## src/rtl/crc8bfr_pkg.sv

```systemverilog
package crc8bfr_pkg;

  localparam int unsigned MaxPayload = 64;
  localparam int unsigned StoreDepth = 64;
  localparam int unsigned IdxW       = $clog2(StoreDepth);
  localparam int unsigned LenW       = 7;

  localparam logic [7:0] StartByte = 8'hAA;
  localparam logic [7:0] EndByte   = 8'h55;
  localparam logic [7:0] CrcPoly   = 8'h31;
  localparam logic [7:0] CrcTop    = 8'h80;

  typedef enum logic [3:0] {
    ST_HUNT,
    ST_ID,
    ST_CMD,
    ST_LENH,
    ST_LENL,
    ST_DATA,
    ST_CRC,
    ST_END,
    ST_OUT
  } state_e;

  // Controller to datapath
  typedef struct packed {
    logic clear;
    logic load_id;
    logic load_cmd;
    logic load_lenh;
    logic load_lenl;
    logic store_data;
    logic check_crc;
    logic rd_clear;
    logic emit;
  } cmd_t;

  // Datapath to controller
  typedef struct packed {
    logic is_start;
    logic len_too_long;
    logic len_zero;
    logic data_done;
    logic end_good;
    logic out_free;
    logic emit_last;
  } status_t;

  // MSB-first CRC-8, one byte
  function automatic logic [7:0] crc8_update(input logic [7:0] crc, input logic [7:0] b);
    logic [7:0] c;
    c = crc ^ b;
    for (int k = 0; k < 8; k++) begin
      if ((c & CrcTop) != 8'h00) begin
        c = (c << 1) ^ CrcPoly;
      end else begin
        c = c << 1;
      end
    end
    return c;
  endfunction

endpackage

```

## src/rtl/crc8_byte_frame_receiver.sv

```systemverilog
// Byte-stream frame receiver. Takes one received byte per beat on rx_*, hunts
// for the start byte 0xAA, then gathers frame id, command, a big-endian 16-bit
// length, the payload, a CRC-8 byte and the end byte 0x55. The CRC is MSB-first,
// polynomial 0x31, init 0x00, no final xor, over id, command, both length bytes
// and payload. Frames with a length over 64, with a bad CRC or a wrong end byte
// are dropped without notice and hunting resumes with the next byte. A good
// frame yields one result beat per payload byte (in order, last on the final
// one), or a single header-only beat with has_payload low for an empty frame.
// Rate: one input byte per cycle while parsing. Once the end byte of a good
// frame is taken the input stalls while the payload store is read out, one
// result per cycle when the sink is ready; the single read port of the payload
// store sets the readout pace. The result register lets parsing of the next
// frame start while the final beat of the previous one still waits.
module crc8_byte_frame_receiver (
  input  logic                         clk_i,
  input  logic                         rst_ni,
  input  logic                         rx_valid_i,
  output logic                         rx_ready_o,
  input  logic [7:0]                   rx_byte_i,
  output logic                         out_valid_o,
  input  logic                         out_ready_i,
  output logic [7:0]                   link_id_o,
  output logic [7:0]                   command_o,
  output logic [crc8bfr_pkg::LenW-1:0] payload_length_o,
  output logic                         has_payload_o,
  output logic [7:0]                   payload_byte_o,
  output logic [crc8bfr_pkg::IdxW-1:0] byte_index_o,
  output logic                         last_o
);
  import crc8bfr_pkg::*;

  cmd_t    cmd;
  status_t status;

  // Sequence the frame fields and the readout
  crc8bfr_ctrl u_ctrl (
    .clk_i      (clk_i),
    .rst_ni     (rst_ni),
    .rx_valid_i (rx_valid_i),
    .rx_ready_o (rx_ready_o),
    .status_i   (status),
    .cmd_o      (cmd)
  );

  // Hold header, CRC, payload store and the result register
  crc8bfr_dp u_dp (
    .clk_i            (clk_i),
    .rst_ni           (rst_ni),
    .rx_byte_i        (rx_byte_i),
    .cmd_i            (cmd),
    .status_o         (status),
    .out_valid_o      (out_valid_o),
    .out_ready_i      (out_ready_i),
    .link_id_o        (link_id_o),
    .command_o        (command_o),
    .payload_length_o (payload_length_o),
    .has_payload_o    (has_payload_o),
    .payload_byte_o   (payload_byte_o),
    .byte_index_o     (byte_index_o),
    .last_o           (last_o)
  );

endmodule

```

## src/rtl/crc8bfr_ctrl.sv

```systemverilog
module crc8bfr_ctrl (
  input  logic                 clk_i,
  input  logic                 rst_ni,
  input  logic                 rx_valid_i,
  output logic                 rx_ready_o,
  input  crc8bfr_pkg::status_t status_i,
  output crc8bfr_pkg::cmd_t    cmd_o
);
  import crc8bfr_pkg::*;

  state_e state_q, state_d;
  logic   in_fire;

  assign rx_ready_o = (state_q != ST_OUT);
  assign in_fire    = rx_valid_i && rx_ready_o;

  always_ff @(posedge clk_i or negedge rst_ni) begin
    if (!rst_ni) begin
      state_q <= ST_HUNT;
    end else begin
      state_q <= state_d;
    end
  end

  always_comb begin
    state_d = state_q;
    case (state_q)
      ST_HUNT: begin
        if (in_fire && status_i.is_start) state_d = ST_ID;
      end
      ST_ID: begin
        if (in_fire) state_d = ST_CMD;
      end
      ST_CMD: begin
        if (in_fire) state_d = ST_LENH;
      end
      ST_LENH: begin
        if (in_fire) state_d = ST_LENL;
      end
      ST_LENL: begin
        if (in_fire) begin
          if (status_i.len_too_long) begin
            state_d = ST_HUNT;
          end else if (status_i.len_zero) begin
            state_d = ST_CRC;
          end else begin
            state_d = ST_DATA;
          end
        end
      end
      ST_DATA: begin
        if (in_fire && status_i.data_done) state_d = ST_CRC;
      end
      ST_CRC: begin
        if (in_fire) state_d = ST_END;
      end
      ST_END: begin
        if (in_fire) state_d = status_i.end_good ? ST_OUT : ST_HUNT;
      end
      ST_OUT: begin
        if (status_i.out_free && status_i.emit_last) state_d = ST_HUNT;
      end
      default: state_d = ST_HUNT;
    endcase
  end

  always_comb begin
    cmd_o = '0;
    case (state_q)
      ST_HUNT: cmd_o.clear      = in_fire && status_i.is_start;
      ST_ID:   cmd_o.load_id    = in_fire;
      ST_CMD:  cmd_o.load_cmd   = in_fire;
      ST_LENH: cmd_o.load_lenh  = in_fire;
      ST_LENL: cmd_o.load_lenl  = in_fire;
      ST_DATA: cmd_o.store_data = in_fire;
      ST_CRC:  cmd_o.check_crc  = in_fire;
      ST_END:  cmd_o.rd_clear   = in_fire;
      ST_OUT:  cmd_o.emit       = status_i.out_free;
      default: cmd_o = '0;
    endcase
  end

endmodule

```

## src/rtl/crc8bfr_dp.sv

```systemverilog
module crc8bfr_dp (
  input  logic                            clk_i,
  input  logic                            rst_ni,
  input  logic [7:0]                      rx_byte_i,
  input  crc8bfr_pkg::cmd_t               cmd_i,
  output crc8bfr_pkg::status_t            status_o,
  output logic                            out_valid_o,
  input  logic                            out_ready_i,
  output logic [7:0]                      link_id_o,
  output logic [7:0]                      command_o,
  output logic [crc8bfr_pkg::LenW-1:0]    payload_length_o,
  output logic                            has_payload_o,
  output logic [7:0]                      payload_byte_o,
  output logic [crc8bfr_pkg::IdxW-1:0]    byte_index_o,
  output logic                            last_o
);
  import crc8bfr_pkg::*;

  logic [7:0]      id_q, cmd_q, lenh_q, crc_q;
  logic [LenW-1:0] len_q, count_q, count_inc, idx_inc;
  logic            crc_bad_q;
  logic [IdxW-1:0] idx_q;
  logic [15:0]     len16;
  logic [7:0]      mem [StoreDepth];

  logic            out_valid_q, out_has_q, out_last_q;
  logic [7:0]      out_id_q, out_cmd_q, rd_q;
  logic [LenW-1:0] out_len_q;
  logic [IdxW-1:0] out_idx_q;

  assign len16     = {lenh_q, rx_byte_i};
  assign count_inc = LenW'(count_q + 1'b1);
  assign idx_inc   = LenW'({1'b0, idx_q} + 1'b1);

  always_comb begin
    status_o.is_start     = (rx_byte_i == StartByte);
    status_o.len_too_long = (len16 > 16'(MaxPayload));
    status_o.len_zero     = (len16 == 16'h0000);
    status_o.data_done    = (count_inc >= len_q);
    status_o.end_good     = (rx_byte_i == EndByte) && !crc_bad_q;
    status_o.out_free     = !out_valid_q || out_ready_i;
    status_o.emit_last    = (len_q == '0) || (idx_inc == len_q);
  end

  // Frame header, length, count and CRC
  always_ff @(posedge clk_i or negedge rst_ni) begin
    if (!rst_ni) begin
      id_q      <= '0;
      cmd_q     <= '0;
      lenh_q    <= '0;
      len_q     <= '0;
      count_q   <= '0;
      crc_q     <= '0;
      crc_bad_q <= 1'b0;
      idx_q     <= '0;
    end else begin
      if (cmd_i.clear) begin
        crc_q     <= '0;
        count_q   <= '0;
        crc_bad_q <= 1'b0;
      end
      if (cmd_i.load_id) id_q <= rx_byte_i;
      if (cmd_i.load_cmd) cmd_q <= rx_byte_i;
      if (cmd_i.load_lenh) lenh_q <= rx_byte_i;
      if (cmd_i.load_lenl) begin
        len_q   <= len16[LenW-1:0];
        count_q <= '0;
      end
      if (cmd_i.load_id || cmd_i.load_cmd || cmd_i.load_lenh || cmd_i.load_lenl ||
          cmd_i.store_data) begin
        crc_q <= crc8_update(crc_q, rx_byte_i);
      end
      if (cmd_i.store_data) count_q <= count_inc;
      if (cmd_i.check_crc) crc_bad_q <= (rx_byte_i != crc_q);
      if (cmd_i.rd_clear) begin
        idx_q <= '0;
      end else if (cmd_i.emit) begin
        idx_q <= idx_inc[IdxW-1:0];
      end
    end
  end

  // Payload store, one write and one registered read port
  always_ff @(posedge clk_i) begin
    if (cmd_i.store_data) mem[count_q[IdxW-1:0]] <= rx_byte_i;
    if (cmd_i.emit) rd_q <= mem[idx_q];
  end

  // Output register
  always_ff @(posedge clk_i or negedge rst_ni) begin
    if (!rst_ni) begin
      out_valid_q <= 1'b0;
    end else if (cmd_i.emit) begin
      out_valid_q <= 1'b1;
    end else if (out_ready_i) begin
      out_valid_q <= 1'b0;
    end
  end

  always_ff @(posedge clk_i) begin
    if (cmd_i.emit) begin
      out_id_q   <= id_q;
      out_cmd_q  <= cmd_q;
      out_len_q  <= len_q;
      out_has_q  <= (len_q != '0);
      out_idx_q  <= idx_q;
      out_last_q <= status_o.emit_last;
    end
  end

  assign out_valid_o      = out_valid_q;
  assign link_id_o        = out_id_q;
  assign command_o        = out_cmd_q;
  assign payload_length_o = out_len_q;
  assign has_payload_o    = out_has_q;
  assign payload_byte_o   = out_has_q ? rd_q : 8'h00;
  assign byte_index_o     = out_idx_q;
  assign last_o           = out_last_q;

`ifndef SYNTHESIS
  a_emit_free: assert property (@(posedge clk_i) disable iff (!rst_ni)
    cmd_i.emit |-> (!out_valid_q || out_ready_i))
    else $error("result loaded over an untaken beat");

  a_store_in_range: assert property (@(posedge clk_i) disable iff (!rst_ni)
    cmd_i.store_data |-> (count_q < len_q))
    else $error("payload write beyond declared length");

  a_read_written: assert property (@(posedge clk_i) disable iff (!rst_ni)
    (cmd_i.emit && (len_q != '0)) |-> ({1'b0, idx_q} < len_q))
    else $error("payload read beyond declared length");

  a_emit_loads: assert property (@(posedge clk_i) disable iff (!rst_ni)
    cmd_i.emit |=> out_valid_q)
    else $error("loaded result not presented");
`endif

endmodule
```

## config.mk

```make
export PLATFORM = sky130hd
export DESIGN_NAME = crc8_byte_frame_receiver
export DESIGN_NICKNAME = d
export VERILOG_FILES = /design/src/rtl/crc8bfr_pkg.sv /design/src/rtl/crc8_byte_frame_receiver.sv /design/src/rtl/crc8bfr_ctrl.sv /design/src/rtl/crc8bfr_dp.sv
export SDC_FILE = /design/constraint.sdc
export NUM_CORES = 1
export LEC_CHECK = 0
export BUFFER_PORTS_ARGS = -buffer_cell sky130_fd_sc_hd__buf_2
export CAP_MARGIN = 20
export CORE_AREA = 2 2 331 169
export CTS_CLUSTER_DIAMETER = 100
export DETAILED_ROUTE_END_ITERATION = 10
export DIE_AREA = 0 0 333 171
export PLACE_DENSITY_LB_ADDON = 0.08
export SLEW_MARGIN = 15
export SYNTH_ARGS = -nofsm -noshare
export SYNTH_HDL_FRONTEND = slang
export SYNTH_SLANG_ARGS = --single-unit
```

## constraint.sdc

```tcl
create_clock -name clk_i -period 3.4 [get_ports clk_i]
set_input_delay 0 -clock clk_i [delete_from_list [all_inputs] [get_ports clk_i]]
set_output_delay 0 -clock clk_i [all_outputs]
set_load 0.01 [all_outputs]
```

# [Yosys cells after proc, flatten, opt, wreduce, memory -nomap -nowiden]
# Memories as Yosys holds them, arrays and structs flattened. A register that Yosys moved wholly into a read port is not among the register bits.
# Cells that the tools add are included.
[classes] n_addsub=2 magnitude_cmp=2 n_eq_ne=22 muxes=51 bitwise_logic=9 reduce_logical=23
[op_table] op="8-bit 2-to-1 mux" n=10
[op_table] op="6-bit 2-to-1 mux" n=10
[op_table] op="4-bit 2-to-1 mux" n=11
[op_table] op="4-bit case mux with 9 select lines" n=1
[op_table] op="3-bit inverter" n=8
[op_table] op="7-bit 2-to-1 mux" n=3
[op_table] op="2-bit by 1-bit != test with 1-bit output (second input constant)" n=9
[op_table] op="4-bit by 3-bit == test with 1-bit output (second input constant)" n=4
[op_table] op="16-bit by 7-bit greater-than comparator with 1-bit output (second input constant)" n=1
[op_table] op="16-bit logical NOT" n=1
[op_table] op="1-bit 2-to-1 mux" n=15
[op_table] op="9-bit AND reduction" n=1
[op_table] op="4-bit by 2-bit == test with 1-bit output (second input constant)" n=2
[op_table] op="8-bit by 7-bit == test with 1-bit output (second input constant)" n=1
[op_table] op="8-bit == test (second input constant)" n=1
[op_table] op="8-bit != test" n=1
[op_table] op="2-bit nonzero test" n=4
[op_table] op="8-bit bitwise XOR" n=1
[op_table] op="6-bit by 1-bit adder with 7-bit output (second input constant)" n=1
[op_table] op="7-bit by 1-bit adder with 7-bit output (second input constant)" n=1
[op_table] op="7-bit == test" n=1
[op_table] op="7-bit >= comparator" n=1
[op_table] op="7-bit logical NOT" n=1
[op_table] op="7-bit nonzero test" n=1
[op_table] op="other kinds (9)" n=19
[word_totals] ff_bits=89 ram_bits=512 output_inout_bits=41 memories=1
[memory_table] memory="u_dp.mem" words=64 width=8 read_ports=1 rd_clocked_by_memory_dff=1 write_ports=1 line="crc8bfr_dp.sv:24" rtl="logic [7:0] mem [StoreDepth];"

# [Depth between registers and ports, before layout]
[logic_depth] ltp_word=29 depth_mapped=10 ltp_nobuf=10

# [Cells and area by module]
# Synthesis repeated with hierarchy kept, for this count alone.
[hier_totals] cells_unflattened=1343 hier_area_um2=24414.7
[by_module_without_submodules] module="crc8bfr_dp" n_inst=1 cells_each=1291 area_per_inst_um2=24001.8 seq_area_each_um2=17897.2
[by_module_without_submodules] module="crc8bfr_ctrl" n_inst=1 cells_each=52 area_per_inst_um2=412.9 seq_area_each_um2=100.1

# [Worst setup path after synthesis]
# No wires, ideal clock.
[synth_timing] kind="flip-flop to flip-flop" start="register u_dp.count_q[3]" end="register u_ctrl.state_q[2]" setup_time_ns=0.125 arrival_ns=2.713 required_ns=3.275 path_slack_ns=0.563 stages_incl_launch_ff=11 n_path_buf=1 period_less_slack_ns=2.837 path_cell_list="dfrtp_1 > clkbuf_1 > nand3_1 > nor2_1 > xor2_1 > ha_1 > nand4_1 > or3_1 > a32oi_1 > a21boi_2 > mux2_2"
[synth_between] elab_chain_cells=5
[synth_rtl] element="start: declaration" line="crc8bfr_dp.sv:20" rtl="logic [LenW-1:0] len_q, count_q, count_inc, idx_inc;"
[synth_rtl] element="start signal: assignment" line="crc8bfr_dp.sv:73" rtl="if (cmd_i.store_data) count_q <= count_inc;"
[synth_rtl] element="7-bit by 1-bit adder with 7-bit output" line="crc8bfr_dp.sv:32" rtl="assign count_inc = LenW'(count_q + 1'b1);"
[synth_rtl] element="7-bit >= comparator" line="crc8bfr_dp.sv:39" rtl="status_o.data_done = (count_inc >= len_q);"
[synth_rtl] element="1-bit logical AND" line="crc8bfr_ctrl.sv:52" rtl="if (in_fire && status_i.data_done) state_d = ST_CRC;"
[synth_rtl] element="2-bit by 1-bit != test with 1-bit output (no source line)"
[synth_rtl] element="9-bit AND reduction (no source line)"
[synth_rtl] element="end signal: assignment" line="crc8bfr_ctrl.sv:21" rtl="state_q <= state_d;"
[synth_rtl] element="end: declaration" line="crc8bfr_ctrl.sv:11" rtl="state_e state_q, state_d;"
# No other way between the ends.
# A chain may end at the register's enable or synchronous reset.

# [Worst setup path in the final report]
[layout_timing] start="register u_dp.count_q[0]" end="register u_ctrl.state_q[2]"
# The elaborated chain is that of the path after synthesis.

==> Implementation_results.wiki <==
{| class="wikitable"
! Metric !! Value
|-
| Outcome || complete, no violations
|-
| Antenna violations before repair || 5
|-
| CTS tree || built
|-
| Number of clock buffers inserted by TritonCTS || 55
|-
| Worst path required time || 3.90 ns
|-
| Clk_skew || 0.0142 ns
|-
| RSZ-0062 raised after global routing || no
|-
| Number of synthesis warnings || 0
|-
| CTS sink count || 609
|-
| Cells along the critical path || ha_1 -> nand3_1 -> xnor2_1 -> ha_1 -> nand4_1 -> or3_1 -> a32oi_1 -> a21boi_2 -> mux2_2
|-
| Maximum number of buffers from clock root to sink || 3
|-
| Maximum Capacitance Violations || 0
|-
| Height of the die || 171 um
|-
| Sequential cell area || 0.0180 mm2
|-
| Layout Area Growth over Synthesis || 16.1%
|-
| Clock latency on the worst-skew pair || 0.61 ns
|-
| Total number of H-tree levels || 2
|-
| Number of vias per cell after detailed routing || 5.69
|-
| Number of flops mapped to enable cells by yosys || 551
|-
| Effective utilization at floorplan || 0.443
|-
| Routability cong. || 0.785
|-
| Overflow left after global routing || 0
|-
| Final net count || 1423
|-
| Timing-limited maximum frequency || 0.323 GHz
|-
| Count of routing violations after the opening detailed-route iteration || 1150
|-
| Count of boundary I/O pins || 53
|-
| Hold WC Path Type || in2reg
|-
| Share of synthesized cell area in and, or, nand and nor gates || 0.0432
|-
| Hold Worst Slack || 0.139 ns
|-
| Post-DRT Antenna Nets || 0
|-
| Switching share of power || 0.227
|-
| Setup repair bufs after CTS || 0
|-
| Final number of hold-violating endpoints || 0
|-
| Final Non-Filler Cells || 2177
|-
| Wire length of the first global-routing pass || 87400 um
|-
| Horizontal extent of the die || 333 um
|-
| Instance count after placement with tap cells included || 2058
|-
| Xor and xnor area share after synthesis || 0.0134
|-
| Worst slew margin relative to its limit || 0.392
|-
| Fraction of final layout cells with drive strength greater than 1 || 0.308
|-
| Cell count after synthesis || 1231
|-
| Setup TNS Final || 0 ns
|-
| Largest delay contributor family on the critical path || compound AO/OA/AOI/OAI gates
|-
| Cell at the slowest stage of the critical path || sky130_fd_sc_hd__dfrtp_1
|-
| Final period util || 0.911
|-
| Peak per-stage delay on the critical path || 0.50 ns
|-
| Logic pwr share || 0.083
|-
| Multiplexer share of the synthesized area || 0.154
|-
| Unique masters post-synth || 52
|-
| Worst path most repeated cell || sky130_fd_sc_hd__ha_1
|-
| Net switching power || 3820 uW
|-
| Startpoint-to-endpoint class of the critical path || reg2reg
|-
| Clock share of power || 0.397
|-
| Maximum ir drop on the vdd rail || 0.355 mV
|-
| Number of failing setup endpoints in the final timing report || 0
|-
| Rows || 61
|-
| Fraction of the mapped netlist area in adder cells || 0.00466
|-
| Primary FF master, synth || sky130_fd_sc_hd__edfxtp_1
|-
| Average wire per standard cell || 27.3 um
|-
| Number of fill cells || 4410
|-
| Final max-slew violation count || 0
|-
| Synthesized net count || 1252
|-
| Share of the core filled with cells in the final layout || 0.515
|-
| Minimum clock period || 3.10 ns
|-
| Detailed-route DRC error count || 0
|-
| Worst Path Max Fanout || 8
|-
| Combinational family with the most area after synthesis || multiplexers
|-
| Kind of start point of the critical path || flip-flop
|-
| Pwr dens || 601 mW/mm2
|-
| Die outline area || 0.0569 mm2
|-
| Pin count of the biggest net entering global routing || 71
|-
| Number of global-route vias before repair || 12400
|-
| Vias || 12400
|-
| Compound-cell area share of the yosys netlist || 0.0263
|-
| IO Port Bufs || 52
|-
| Buffers and inverters on the worst path || 0
|-
| FF+latch count, synth || 609
|-
| Setup crit end kind || flip-flop
|-
| Core footprint || 0.0545 mm2
|-
| Netlist area before placement || 0.0242 mm2
|-
| Cell leakage power || 0.00909 uW
|-
| Final WL || 59500 um
|-
| Sum of internal, switching and leakage power || 16900 uW
|-
| HPWL Detailed || 37900 um
|-
| Async set-or-reset flop fraction in the synthesized netlist || 0.0952
|-
| Part of the total power dissipated in sequential elements || 0.521
|-
| Total GRT Usage || 0.215
|-
| Arrival @ worst endpoint || 3.60 ns
|-
| Int Pwr || 13000 uW
|-
| Post-Synthesis Mean Instance Area || 19.6 um2
|-
| Area of the multi-input gates || 0.00582 mm2
|-
| Part of the Yosys area used for sequential elements || 0.745
|-
| CTS root buf || sky130_fd_sc_hd__clkbuf_16
|-
| Slack of the worst reg-to-reg path || 0.30 ns
|-
| Total of cells resized after clock tree synthesis || 0
|-
| Reg clk slew, reported paths || 0.07 ns
|-
| Number of search-and-repair iterations in the first detailed-routing pass || 7
|-
| Measured slew at the worst slew-check pin || 0.912 ns
|}
-- layer usage --
layer	routed length, um	share of wire	GRT usage
met3	4520	0.076	0.0473
met5	0	0	0
met2	24200	0.41	0.291
met4	920	0.015	0.0405
met1	29800	0.50	0.352
-- per-stage QoR --
stage / setup WS [ns] / cell area (um2)
5_1_grt: 0.0754 / 28000
4_1_cts: 0.288 / 28000
3_3_place_gp: 0.371 / 26000
2_1_floorplan: 0.563 / 24200
6_report: 0.303 / 28000
3_5_place_dp: 0.324 / 26000
-- cells in the final DEF (no fill, tap or decap), types with 11 or more instances in the layout --
master                      count
sky130_fd_sc_hd__edfxtp_1     551
sky130_fd_sc_hd__mux4_2       144
sky130_fd_sc_hd__buf_4        106
sky130_fd_sc_hd__nor2_1        88
sky130_fd_sc_hd__clkbuf_16     55
sky130_fd_sc_hd__dfrtp_1       54
sky130_fd_sc_hd__buf_2         52
sky130_fd_sc_hd__mux2_2        37
sky130_fd_sc_hd__nand2_1       35
sky130_fd_sc_hd__o21ai_0       31
sky130_fd_sc_hd__xnor2_1       26
sky130_fd_sc_hd__nor3_1        17
sky130_fd_sc_hd__o22ai_1       13
sky130_fd_sc_hd__nor2b_1       13
sky130_fd_sc_hd__a21oi_1       13
sky130_fd_sc_hd__nand3_1       12
sky130_fd_sc_hd__xor2_1        11
sky130_fd_sc_hd__bufinv_16     11
-- synthesized netlist by cell type, drive strengths merged, types with 4 or more instances --
cell type,instances,area [um2]
nand2,35,131
nand2b,5,31.3
xor2,11,96.3
nand3,12,60.1
nor2,88,330
o21ai,31,155
nand4,9,56.3
a31oi,4,25.0
o22ai,13,81.3
edfxtp,551,16500
nor3,18,95.1
mux2i,5,50.1
ha,9,113
dfrtp,58,1450
a211oi,10,75.1
or3,8,50.1
nor2b,13,81.3
a22oi,8,60.1
inv,11,41.3
mux4,144,3240
a22o,4,35.0
nor4,5,31.3
xnor2,26,228
a21oi,13,65.1
mux2,37,417
nand3b,5,37.5
and2,8,50.1
clkbuf,28,105
buf,34,193
-- cells by family (layout without fill, tap and decap cells) --
group | Yosys count | after routing
flip-flops | 609 | 609
AND/OR/NAND/NOR | 217 | 217
multiplexers | 186 | 186
AO/OA/AOI/OAI | 99 | 99
buffers and inverters | 74 | 292
XOR/XNOR | 37 | 37
adder cells (fa/ha/maj) | 9 | 9
other | 0 | 4
-- registers in the layout, indices dropped and copies added (netlist names) --
name and flops:
u_dp.cmd_q 8, u_dp.mem 512, u_dp.byte_index_o 6, u_dp.id_q 8
u_ctrl.state_q 4, u_dp.command_o 8, u_dp.payload_length_o 7, u_dp.link_id_o 8
u_dp.idx_q 6, u_dp.last_o 1, u_dp.lenh_q 8, u_dp.crc_bad_q 1
u_dp.len_q 7, u_dp.out_valid_o 1, u_dp.rd_q 8, u_dp.count_q 7
u_dp.crc_q 8, u_dp.has_payload_o 1
-- power by group through the flow --
stage / Clock, uW / Sequential [uW] / Combinational [uW]
floorplan: 0 / 8800 / 1020
global placement: 0 / 8920 / 1360
detailed placement: 0 / 8930 / 1380
CTS: 6840 / 8770 / 1400
global route: 7150 / 8810 / 1540
finish: 6690 / 8770 / 1390
-- worst register-to-register path, stage by stage (launching register included) --
cell and delay, ns:
sky130_fd_sc_hd__dfrtp_1 0.50, sky130_fd_sc_hd__ha_1 0.31, sky130_fd_sc_hd__nand3_1 0.12, sky130_fd_sc_hd__xnor2_1 0.19, sky130_fd_sc_hd__ha_1 0.33, sky130_fd_sc_hd__nand4_1 0.08
sky130_fd_sc_hd__or3_1 0.37, sky130_fd_sc_hd__a32oi_1 0.45, sky130_fd_sc_hd__a21boi_2 0.30, sky130_fd_sc_hd__mux2_2 0.35
-- final cells by class --
cell class	instances	area share
sequential	609	0.642
multi-input combinational	548	0.208
clock buffer	68	0.0522
timing repair buffer	176	0.0469
tap	724	0.0323
clock inverter	36	0.0167
inverter	12	0.00161
antenna	4	0.000357
-- what timing repair did --
item / 4_1_cts / 5_1_grt
endpoints found under the setup margin: 0 / 0
endpoints found under the hold margin: 95 / 0
hold buffers: 11 / 0
-- final timing paths --
kind,from,to,cells after the start
worst max-delay path,u_dp.count_q[0],u_ctrl.state_q[2],9
worst min-delay path,rx_byte_i[2],u_dp.crc_bad_q,6
worst max register to register,u_dp.count_q[0],u_ctrl.state_q[2],9
worst min register to register,u_dp.id_q[4],u_dp.link_id_o[4],0
max in group asynchronous,rst_ni,u_dp.crc_q[3],4
min in group asynchronous,rst_ni,u_ctrl.state_q[0],4
(Power assumes the default switching activity.)
